===== src/rtl/assert_macros.svh =====
// assertion macros used by chacha20_stream_cipher
`ifndef ASSERT_MACROS_SVH
`define ASSERT_MACROS_SVH

// property must hold at every clock edge outside reset
`define ASSERT_ALWAYS(label, prop, msg) \
  label: assert property (@(posedge clk_i) disable iff (!rst_ni) (prop)) else $error(msg);

// antecedent implies consequent in the next cycle
`define ASSERT_NEXT(label, ante, cons, msg) \
  label: assert property (@(posedge clk_i) disable iff (!rst_ni) (ante) |=> (cons)) else $error(msg);

`endif


===== src/rtl/chacha_pkg.sv =====
// package with constants and types of the chacha20 stream cipher
package chacha_pkg;

  localparam int unsigned DoubleRounds = 10;
  localparam int unsigned NumRounds = 2 * DoubleRounds;
  // one quarter-round step per cycle, four steps per round
  localparam int unsigned NumSteps = 4 * NumRounds;
  localparam int unsigned StepW = $clog2(NumSteps + 1);

  localparam logic [31:0] Sigma0 = 32'h61707865;
  localparam logic [31:0] Sigma1 = 32'h3320646e;
  localparam logic [31:0] Sigma2 = 32'h79622d32;
  localparam logic [31:0] Sigma3 = 32'h6b206574;

  localparam logic [2:0] RegKey01 = 3'd0;
  localparam logic [2:0] RegKey23 = 3'd1;
  localparam logic [2:0] RegKey45 = 3'd2;
  localparam logic [2:0] RegKey67 = 3'd3;
  localparam logic [2:0] RegNonce01 = 3'd4;
  localparam logic [2:0] RegNonce2 = 3'd5;
  localparam logic [2:0] RegStartCtr = 3'd6;

  typedef enum logic [1:0] {
    StIdle,
    StRun,
    StOut
  } state_e;

  typedef logic [31:0] word_t;

  // quarter-round step selector passed to the cells
  typedef struct packed {
    logic       load;
    logic [1:0] phase;
    logic       shift;
  } cell_ctrl_t;

  function automatic word_t rotl(word_t v, int unsigned s);
    rotl = (v << s) | (v >> (32 - s));
  endfunction

endpackage


===== src/rtl/chacha_col_cell.sv =====
// one column cell: holds words a,b,c,d of one column, does one quarter-round step a cycle
module chacha_col_cell import chacha_pkg::*; (
  input  logic       clk_i,
  input  cell_ctrl_t ctrl_i,
  input  word_t      init_a_i,
  input  word_t      init_b_i,
  input  word_t      init_c_i,
  input  word_t      init_d_i,
  // words handed in from the neighbor cells for the lane shuffles
  input  word_t      nb_b_i,
  input  word_t      nc_c_i,
  input  word_t      nd_d_i,
  output word_t      a_o,
  output word_t      b_o,
  output word_t      c_o,
  output word_t      d_o
);

  word_t a_q, b_q, c_q, d_q;
  word_t a_d, b_d, c_d, d_d;
  word_t sum_ab, sum_cd;

  assign sum_ab = a_q + b_q;
  assign sum_cd = c_q + d_q;

  // load, one of the four add-xor-rotate steps, or a lane shuffle
  always_comb begin
    a_d = a_q;
    b_d = b_q;
    c_d = c_q;
    d_d = d_q;
    if (ctrl_i.load) begin
      a_d = init_a_i;
      b_d = init_b_i;
      c_d = init_c_i;
      d_d = init_d_i;
    end else if (ctrl_i.shift) begin
      b_d = nb_b_i;
      c_d = nc_c_i;
      d_d = nd_d_i;
    end else begin
      case (ctrl_i.phase)
        2'd0: begin
          a_d = sum_ab;
          d_d = rotl(d_q ^ sum_ab, 16);
        end
        2'd1: begin
          c_d = sum_cd;
          b_d = rotl(b_q ^ sum_cd, 12);
        end
        2'd2: begin
          a_d = sum_ab;
          d_d = rotl(d_q ^ sum_ab, 8);
        end
        default: begin
          c_d = sum_cd;
          b_d = rotl(b_q ^ sum_cd, 7);
        end
      endcase
    end
  end

  always_ff @(posedge clk_i) begin
    a_q <= a_d;
    b_q <= b_d;
    c_q <= c_d;
    d_q <= d_d;
  end

  assign a_o = a_q;
  assign b_o = b_q;
  assign c_o = c_q;
  assign d_o = d_q;

endmodule


===== src/rtl/chacha_core.sv =====
// chain of four column cells with round sequencer and final addition
module chacha_core import chacha_pkg::*; (
  input  logic         clk_i,
  input  logic         rst_ni,
  input  logic         start_i,
  input  word_t [15:0] init_i,
  output logic         done_o,
  output word_t [15:0] ks_o
);

  // round steps: 4 quarter-round phases, then a lane shuffle
  localparam int unsigned RoundCyc = 5;
  localparam int unsigned TotCyc = RoundCyc * NumRounds;
  localparam int unsigned CntW = $clog2(TotCyc + 1);

  logic [CntW-1:0] cnt_q, cnt_d;
  logic            busy_q, busy_d;
  logic            done_q, done_d;
  logic [2:0]      sub_q, sub_d;
  logic            diag_q, diag_d;
  cell_ctrl_t      ctrl;
  word_t [3:0]     a, b, c, d;
  word_t [15:0]    init_q;

  // sequencer, done flagged once the last shuffle has put the cells back in column order
  always_comb begin
    busy_d = busy_q;
    cnt_d  = cnt_q;
    sub_d  = sub_q;
    diag_d = diag_q;
    done_d = 1'b0;
    if (start_i) begin
      busy_d = 1'b1;
      cnt_d  = '0;
      sub_d  = '0;
      diag_d = 1'b0;
    end else if (busy_q) begin
      cnt_d = cnt_q + CntW'(1);
      if (sub_q == 3'd4) begin
        sub_d  = '0;
        diag_d = !diag_q;
      end else begin
        sub_d = sub_q + 3'd1;
      end
      if (cnt_q == CntW'(TotCyc - 1)) begin
        busy_d = 1'b0;
        done_d = 1'b1;
      end
    end
  end

  always_ff @(posedge clk_i or negedge rst_ni) begin
    if (!rst_ni) begin
      busy_q <= 1'b0;
      done_q <= 1'b0;
      cnt_q  <= '0;
      sub_q  <= '0;
      diag_q <= 1'b0;
    end else begin
      busy_q <= busy_d;
      done_q <= done_d;
      cnt_q  <= cnt_d;
      sub_q  <= sub_d;
      diag_q <= diag_d;
    end
  end

  assign done_o = done_q;

  always_ff @(posedge clk_i) begin
    if (start_i) begin
      init_q <= init_i;
    end
  end

  assign ctrl.load  = start_i;
  assign ctrl.phase = sub_q[1:0];
  assign ctrl.shift = busy_q && (sub_q == 3'd4);

  // shuffle: into diagonal form rotate b by 1, c by 2, d by 3; back the reverse
  for (genvar i = 0; i < 4; i++) begin : g_cell
    chacha_col_cell u_cell (
      .clk_i    (clk_i),
      .ctrl_i   (ctrl),
      .init_a_i (init_i[i]),
      .init_b_i (init_i[4 + i]),
      .init_c_i (init_i[8 + i]),
      .init_d_i (init_i[12 + i]),
      .nb_b_i   (diag_q ? b[(i + 3) % 4] : b[(i + 1) % 4]),
      .nc_c_i   (c[(i + 2) % 4]),
      .nd_d_i   (diag_q ? d[(i + 1) % 4] : d[(i + 3) % 4]),
      .a_o      (a[i]),
      .b_o      (b[i]),
      .c_o      (c[i]),
      .d_o      (d[i])
    );
    assign ks_o[i]      = a[i] + init_q[i];
    assign ks_o[4 + i]  = b[i] + init_q[4 + i];
    assign ks_o[8 + i]  = c[i] + init_q[8 + i];
    assign ks_o[12 + i] = d[i] + init_q[12 + i];
  end

endmodule


===== src/rtl/chacha20_stream_cipher.sv =====
// chacha20 stream cipher: xors each message byte with the keystream
// Each transaction carries one message byte. The first byte of every 64-byte
// block waits while the block function is started, a row of four column
// cells does one quarter-round step per cycle plus one lane shuffle per
// round, and the keystream is stored; the other 63 bytes of the block use
// the stored keystream and are taken back to back unless the output stalls.
// in_last ends the message: the byte position clears, the block counter
// reloads from start_counter and the next byte again waits for a new block.
module chacha20_stream_cipher import chacha_pkg::*; (
  input  logic        clk_i,
  input  logic        rst_ni,
  input  logic        cfg_we_i,
  input  logic [2:0]  cfg_idx_i,
  input  logic [63:0] cfg_data_i,
  input  logic        s_axis_tvalid,
  output logic        s_axis_tready,
  input  logic [7:0]  s_axis_tdata,   // [7:0] in_byte
  input  logic        s_axis_tlast,   // in_last
  output logic        m_axis_tvalid,
  input  logic        m_axis_tready,
  output logic [7:0]  m_axis_tdata,   // [7:0] out_byte
  output logic        m_axis_tlast    // out_last
);

`include "assert_macros.svh"

  logic [63:0] key01_q, key23_q, key45_q, key67_q, nonce01_q;
  logic [31:0] nonce2_q, start_q;
  logic [31:0] ctr_q, ctr_d;
  logic [5:0]  pos_q, pos_d;
  word_t [15:0] ks_q, ks_core, init;
  state_e state_q, state_d;
  logic core_start, core_done;
  logic out_v_q, out_v_d;
  logic [7:0] out_b_q, ks_byte;
  logic out_l_q;
  logic take;

  // config registers
  always_ff @(posedge clk_i or negedge rst_ni) begin
    if (!rst_ni) begin
      key01_q <= '0; key23_q <= '0; key45_q <= '0; key67_q <= '0;
      nonce01_q <= '0; nonce2_q <= '0; start_q <= '0;
    end else if (cfg_we_i) begin
      case (cfg_idx_i)
        RegKey01:    key01_q   <= cfg_data_i;
        RegKey23:    key23_q   <= cfg_data_i;
        RegKey45:    key45_q   <= cfg_data_i;
        RegKey67:    key67_q   <= cfg_data_i;
        RegNonce01:  nonce01_q <= cfg_data_i;
        RegNonce2:   nonce2_q  <= cfg_data_i[31:0];
        RegStartCtr: start_q   <= cfg_data_i[31:0];
        default: ;
      endcase
    end
  end

  assign init = {nonce2_q, nonce01_q[63:32], nonce01_q[31:0], ctr_q,
                 key67_q[63:32], key67_q[31:0], key45_q[63:32], key45_q[31:0],
                 key23_q[63:32], key23_q[31:0], key01_q[63:32], key01_q[31:0],
                 Sigma3, Sigma2, Sigma1, Sigma0};

  chacha_core u_core (
    .clk_i   (clk_i),
    .rst_ni  (rst_ni),
    .start_i (core_start),
    .init_i  (init),
    .done_o  (core_done),
    .ks_o    (ks_core)
  );

  always_ff @(posedge clk_i) begin
    if (core_done) begin
      ks_q <= ks_core;
    end
  end

  assign ks_byte = ks_q[pos_q[5:2]][8 * pos_q[1:0] +: 8];
  assign take = s_axis_tvalid && s_axis_tready;
  assign s_axis_tready = (state_q == StOut) && (!out_v_q || m_axis_tready);

  // block sequencing and byte position
  always_comb begin
    state_d    = state_q;
    core_start = 1'b0;
    pos_d      = pos_q;
    ctr_d      = ctr_q;
    out_v_d    = out_v_q && !m_axis_tready;
    case (state_q)
      StIdle: begin
        if (s_axis_tvalid && !cfg_we_i) begin
          core_start = 1'b1;
          state_d    = StRun;
        end
      end
      StRun: begin
        if (core_done) begin
          state_d = StOut;
        end
      end
      StOut: begin
        if (take) begin
          out_v_d = 1'b1;
          if (s_axis_tlast) begin
            pos_d   = '0;
            ctr_d   = start_q;
            state_d = StIdle;
          end else begin
            pos_d = pos_q + 6'd1;
            if (pos_q == 6'd63) begin
              ctr_d   = ctr_q + 32'd1;
              state_d = StIdle;
            end
          end
        end
      end
      default: state_d = StIdle;
    endcase
    if (cfg_we_i && cfg_idx_i == RegStartCtr) begin
      ctr_d   = cfg_data_i[31:0];
      pos_d   = '0;
      state_d = StIdle;
    end
  end

  always_ff @(posedge clk_i or negedge rst_ni) begin
    if (!rst_ni) begin
      state_q <= StIdle;
      pos_q   <= '0;
      ctr_q   <= '0;
      out_v_q <= 1'b0;
    end else begin
      state_q <= state_d;
      pos_q   <= pos_d;
      ctr_q   <= ctr_d;
      out_v_q <= out_v_d;
    end
  end

  // output register
  always_ff @(posedge clk_i) begin
    if (take) begin
      out_b_q <= s_axis_tdata ^ ks_byte;
      out_l_q <= s_axis_tlast;
    end
  end

  assign m_axis_tvalid = out_v_q;
  assign m_axis_tdata  = out_b_q;
  assign m_axis_tlast  = out_l_q;

  `ASSERT_ALWAYS(a_no_take_outside_out, !take || state_q == StOut, "input taken while busy")
  `ASSERT_NEXT(a_last_resets_pos, take && s_axis_tlast && !cfg_we_i, pos_q == 6'd0, "pos not clear")
  `ASSERT_NEXT(a_take_gives_out, take, m_axis_tvalid, "result lost")

endmodule

===== config.mk =====
export PLATFORM = sky130hd
export DESIGN_NAME = chacha20_stream_cipher
export DESIGN_NICKNAME = d
export VERILOG_FILES = /design/src/rtl/chacha_pkg.sv /design/src/rtl/chacha_col_cell.sv /design/src/rtl/chacha_core.sv /design/src/rtl/chacha20_stream_cipher.sv
export VERILOG_INCLUDE_DIRS = /design/src /design/src/rtl
export SDC_FILE = /design/constraint.sdc
export NUM_CORES = 2
export LEC_CHECK = 0
export BUFFER_PORTS_ARGS = -buffer_cell sky130_fd_sc_hd__buf_2
export CAP_MARGIN = 20
export CORE_ASPECT_RATIO = 0.75
export CORE_MARGIN = 8
export CORE_UTILIZATION = 40
export DETAILED_ROUTE_END_ITERATION = 10
export PLACE_DENSITY = 0.69
export SYNTH_ARGS = -nofsm -noshare
export SYNTH_HDL_FRONTEND = slang
export SYNTH_SLANG_ARGS = --single-unit
export TNS_END_PERCENT = 30

===== constraint.sdc =====
create_clock -name clk_i -period 21.8 [get_ports clk_i]
set_input_delay 3.27 -clock clk_i [delete_from_list [all_inputs] [get_ports clk_i]]
set_output_delay 3.27 -clock clk_i [all_outputs]
set_load 0.01 [all_outputs]

======== After elaboration in Yosys (flattened, before gate mapping) ========
Cells that the tools add are included.
word-level totals
  bits in registers ....................... 1855
  word-level logic and storage cells ...... 249
cells by class
  reduce and logical (&&, ||, !) cells .... 33
  add/subtract/negate cells ............... 28
  bitwise operators ....................... 26
  shift operators ......................... 1
  $lt $le $gt $ge ......................... 1
  multiplexer cells ....................... 80
  equal/unequal tests ..................... 18
operators by type and width
  cell                    count
  $mux 32                 42
  $add 32x32->32          20
  $pmux 32 s2             8
  $xor 32x32->32          8
  $bmux 32 s4             1
  $or 32x12->32           4
  $or 32x16->32           4
  $or 32x7->32            4
  $or 32x8->32            4
  $add 32x31->32 const B  3
  $add 32x1->32 const B   1
  $add 32x30->32 const B  1
  $shiftx 32x6->8         1
  $mux 6                  4
  $reduce_and 2->1        10
  $mux 7                  2
  $mux 1                  13
  $eq 3x3->1 const B      4
  $mux 2                  6
  $mux 3                  3
  $reduce_bool 2->1       4
  $xor 8x8->8             1
  $add 7x1->7 const B     1
  $eq 7x7->1 const B      1
  other kinds (24)        37

======== Longest topological paths before layout ========
  depth after elaboration ................. 7
  depth in mapped cells ................... 14

======== By module ========
Synthesis repeated with hierarchy kept, for this count alone.
unflattened totals
  cell total of the unflattened synthesis .. 10856
  area total of the unflattened synthesis .. 121769.3 um^2
by module, submodules not included
  module                                          area an instance (um^2)  times used  cells each
  chacha_core                                     42283.1                  1           4059
  chacha20_stream_cipher                          36899.1                  1           2191
  chacha_col_cell at u_core.g_cell[0].u_cell ...  10687.8                  2           1167
  chacha_col_cell at u_core.g_cell[3].u_cell      10616.4                  1           1131
  chacha_col_cell at u_core.g_cell[2].u_cell      10595.2                  1           1141

======== Worst setup path after synthesis ========
Ideal clock, no wire load.
  kind .................................... register to register
  from .................................... register u_core.sub_q[0]
  to ...................................... register u_core.g_cell[1].u_cell.a_q[24]
  required time ........................... 21.677 ns
  clock period less this slack ............ 20.979 ns
  arrival time ............................ 20.856 ns
  cell stages (with the launch flop) ...... 9
  path slack .............................. 0.821 ns
  cells stage by stage .................... dfrtp_1 inv_1 ha_1 clkbuf_1 clkbuf_1 clkbuf_1 o21ai_0 o21ai_0 nand2_1
between the ends
  cells in the longest elaborated chain, start to end .. 4
ends and longest elaborated chain
  element                                line                   source
  start, declared                        chacha_core.sv:19      logic [2:0] sub_q, sub_d;
  start signal, assigned                 chacha_core.sv:63      sub_q <= sub_d;
  $eq 3x3->1                             chacha_core.sv:78      assign ctrl.shift = busy_q && (sub_q == 3'd4);
  $logic_and 1x1->1                      chacha_core.sv:78
  $not 1->1 (no source line)             -
  $reduce_and 2->1 (no source line) (*)  -
  end signal, assigned                   chacha_col_cell.sv:64  a_q <= a_d;
  end, declared                          chacha_col_cell.sv:19  word_t a_q, b_q, c_q, d_q;
Mark *: on every way between the ends. The rest lies on a longest branch, timed or not.
A chain may end at the register's enable or synchronous reset.

======== Worst setup path after layout ========
  from .................................... input cfg_we_i
  to ...................................... register u_core.g_cell[3].u_cell.b_q[11], enable pin
between the ends
  cells in the longest elaborated chain, start to end .. 5
ends and longest elaborated chain
  element                      line                          source
  start, declared              chacha20_stream_cipher.sv:12  input logic cfg_we_i,
  $logic_not 1->1              chacha20_stream_cipher.sv:91  if (s_axis_tvalid && !cfg_we_i) begin
  $logic_and 1x1->1            chacha20_stream_cipher.sv:91
  $mux 1                       chacha20_stream_cipher.sv:91
  $mux 1                       chacha20_stream_cipher.sv:89  case (state_q)
  $ne 3x1->1 (no source line)  -
  end signal, assigned         chacha_col_cell.sv:65         b_q <= b_d;
  end, declared                chacha_col_cell.sv:19
No other way between the ends.

==> flow_summary.yaml <==
synthesis:
  ys_ff_latch: 1855
  synth-edff-count: 1289
  yosysTopAreaCell: "edfxtp_1"
  yosys-top-cells-area: "edfxtp_1 35%, dfrtp_1 9.9%, ha_1 7.1%"
  syn_area_mm2: 0.111
  yosysWarnings: 0
  synth_fp_nets: 11000
  synth_area_per_cell_um2: 10.7
  synth_ff_type: "edfxtp_1"
  ys_seq_area_share_pct: 47.2
  synth_cell_types: 92
  yosysTopAreaCellShare_pct: 35.0
  syn_inst: 10300
  async_flop_share_pct: 23.6
cts:
  cts.path.max_buffers: 4
  cts_tree: "yes"
  cts_resized: 0
  numCtsBuffers: 211
  clk-insertion-delay-late_ns: 0.94
  post_cts_buffers: 0
  path_clk_slew_ns: 0.06
  clkSinkCount: 1855
  cts_hold_buffers: 0
  cts_root_buf: "clkbuf_16"
  cts_max_level: 4
floorplanning:
  io_pins: 92
  die_area_mm2: 0.294
  chipHeight_um: 472
  core_area_mm2: 0.276
  initial_utilization_pct: 40.2
  num_rows: 167
  dieWidth_um: 624
grt:
  track_usage_pct: 40.0
  grt_pass1_wl_mm: 797
  grt_pass1_vias: 87300
  antenna_found_initial: 135
  grt_overflow_total: 0
  grt_start_max_net_pins: 157
timing:
  maxSlewViolCount: 0
  tns_ns: 0
  skew_ns: 0.0759
  setup_violations: 0
  min_period_ns: 8.07
  worst_pin_slew_ns: 1.31
  hold_violations: 0
  slew-limit-headroom_pct: 10.5
  rsz0062_at_grt: "false"
  finalCritPeriodShare_pct: 37.0
  final.setup.worst_slack_ns: 13.73
  fmax_mhz: 124
routing:
  first_pass_iters: 7
  viasPerCell: 6.66
  antenna_left: 0
  num_vias: 95100
  drt-wirelength-per-cell_um: 42.9
  route.detailed.drc: 0
  routed_wl_mm: 613
  drt_iter0_markers: 16000
layout:
  postLayoutCoreUtil_pct: 45.0
  final_nets: 11200
  fill_cells: 25700
  multiInputGateArea_mm2: 0.0563
  area_growth_pct: 12.0
  drive_above_1_share_pct: 13.1
  register_area_mm2: 0.0522
worst_setup_path:
  worstPathRequired_ns: 22.30
  rr_worst_depth: 12
  endpoint_kind: "flip-flop"
  rrSetupSlack_ns: 15.43
  crit_type: "input port to flip-flop"
  slowest_delay_ns: 0.87
  path_max_fanout: 76
  cp_slowest_cell: "buf_4"
  cp_common_cell: "buf_4"
  worstSetupStartpointType: "input port"
  path_cells: "buf_2 > or3_4 > inv_8 > nor2_4 > buf_4 > o21ai_4 > buf_4 > buf_4 > buf_4 > buf_4"
  crit_arrival_ns: 8.57
status:
  outcome: "finished, final reports clean"
place:
  dpl_worst_slack_ns: 12.97
  dpl.hpwl_mm: 486
  numPortBuffers: 91
  gp_congestion: 1.07
min_path:
  min_path_cells: 0
  hp-class: "flip-flop to flip-flop"
flow_run:
  drv_cap: 0
-- layout make-up --
type	count	share of cell area (%)
multi-input cells	7793	45.4
clock buffers	279	4.81
flip-flops and latches	1855	42.1
repair buffers	367	2.18
diodes	41	0.0827
inverters	207	0.633
well taps	3633	3.67
clock inverters	109	1.06
-- synthesized netlist by cell type, drive strengths merged, types with 72 or more instances --
master  number
a211oi      93
a21o       299
a21oi      894
a31oi      205
and3        87
buf         79
clkbuf     379
dfrtp      438
dfxtp      128
edfxtp    1289
ha         631
inv        206
mux2       416
mux2i      223
mux4       168
nand2     1107
nand3      171
nor2       877
nor3        82
o211ai      72
o21a        92
o21ai      551
xnor2      601
xor2       381
-- cells by family after synthesis --
logic type,Yosys count,share of synthesized area [%]
compound gates,2689,15.2
simple gates,2656,10.3
flops,1855,47.2
xor+xnor,990,7.93
mux,807,9.66
buf+inv,665,2.26
fa+ha+maj,651,7.49
-- placed cells by master, fill, tap and decap left out, types with 56 or more instances in the layout --
cell and instances:
edfxtp_1 1289, dfxtp_1 128, a211oi_1 93, buf_2 90
nor3_1 81, clkbuf_16 221, a31oi_1 205, ha_1 629
nand2_1 1104, nand2b_1 56, a21o_1 298, inv_1 204
o211ai_1 70, buf_4 258, o21bai_1 71, mux2_2 416
mux4_2 168, nor2_1 871, o21ai_0 538, a21oi_1 891
dfrtp_1 432, and3_1 86, nand4_1 71, o21a_1 92
xor2_1 374, nor2b_1 61, xnor2_1 588, nand3_1 170
mux2i_1 223
-- stage by stage --
step                hold slack, ns  cells  cell area [um2]
finish                       0.458  14300           124000
global route                 0.467  14300           124000
CTS                          0.456  14200           124000
detailed placement           0.442  13800           117000
global placement             0.433  13800           116000
floorplan                    0.423  10300           111000
-- per-layer routing --
metal  wire [um]  track usage, %  share of wire [%]
met5         713               0               0.12
met4       34300            18.3                5.6
met3      102000            20.8                 17
met2      230000            52.1                 38
met1      245000            54.1                 40
-- critical path: cells and delay by family --
kind            cells  cell delay (ns)
buf+inv             7             4.04
compound gates      1             0.33
simple gates        2             0.62
-- path summary, 6_finish.rpt --
| kind | end | startpoint |
|---|---|---|
| worst max register to register | u_core.g_cell[3].u_cell.d_o[10] | u_core.g_cell[3].u_cell.b_o[0] |
| worst min-delay path | u_core.init_q[247] | key23_q[55] |
| worst max-delay path | u_core.g_cell[3].u_cell.b_o[11] | cfg_we_i |
| min in group asynchronous | start_q[31] | rst_ni |
| worst min register to register | u_core.init_q[247] | key23_q[55] |
| max in group asynchronous | key01_q[45] | rst_ni |
-- state kept, by name, indices dropped and copies added, names as in the netlist, 2 cells and up --
name                      flops
key45_q                      64
state_q                       2
u_core.g_cell.u_cell.c_o    128
m_axis_tdata                  8
ctr_q                        32
u_core.g_cell.u_cell.a_o    128
pos_q                         6
start_q                      32
u_core.sub_q                  3
u_core.g_cell.u_cell.d_o    128
key01_q                      64
u_core.cnt_q                  7
key67_q                      64
u_core.init_q               384
key23_q                      64
nonce2_q                     32
nonce01_q                    64
ks_q                        512
u_core.g_cell.u_cell.b_o    128
Power is left out: the tool's default activity adds up to more than one toggle a clock period on the data nets, which glitch-free logic cannot reach.
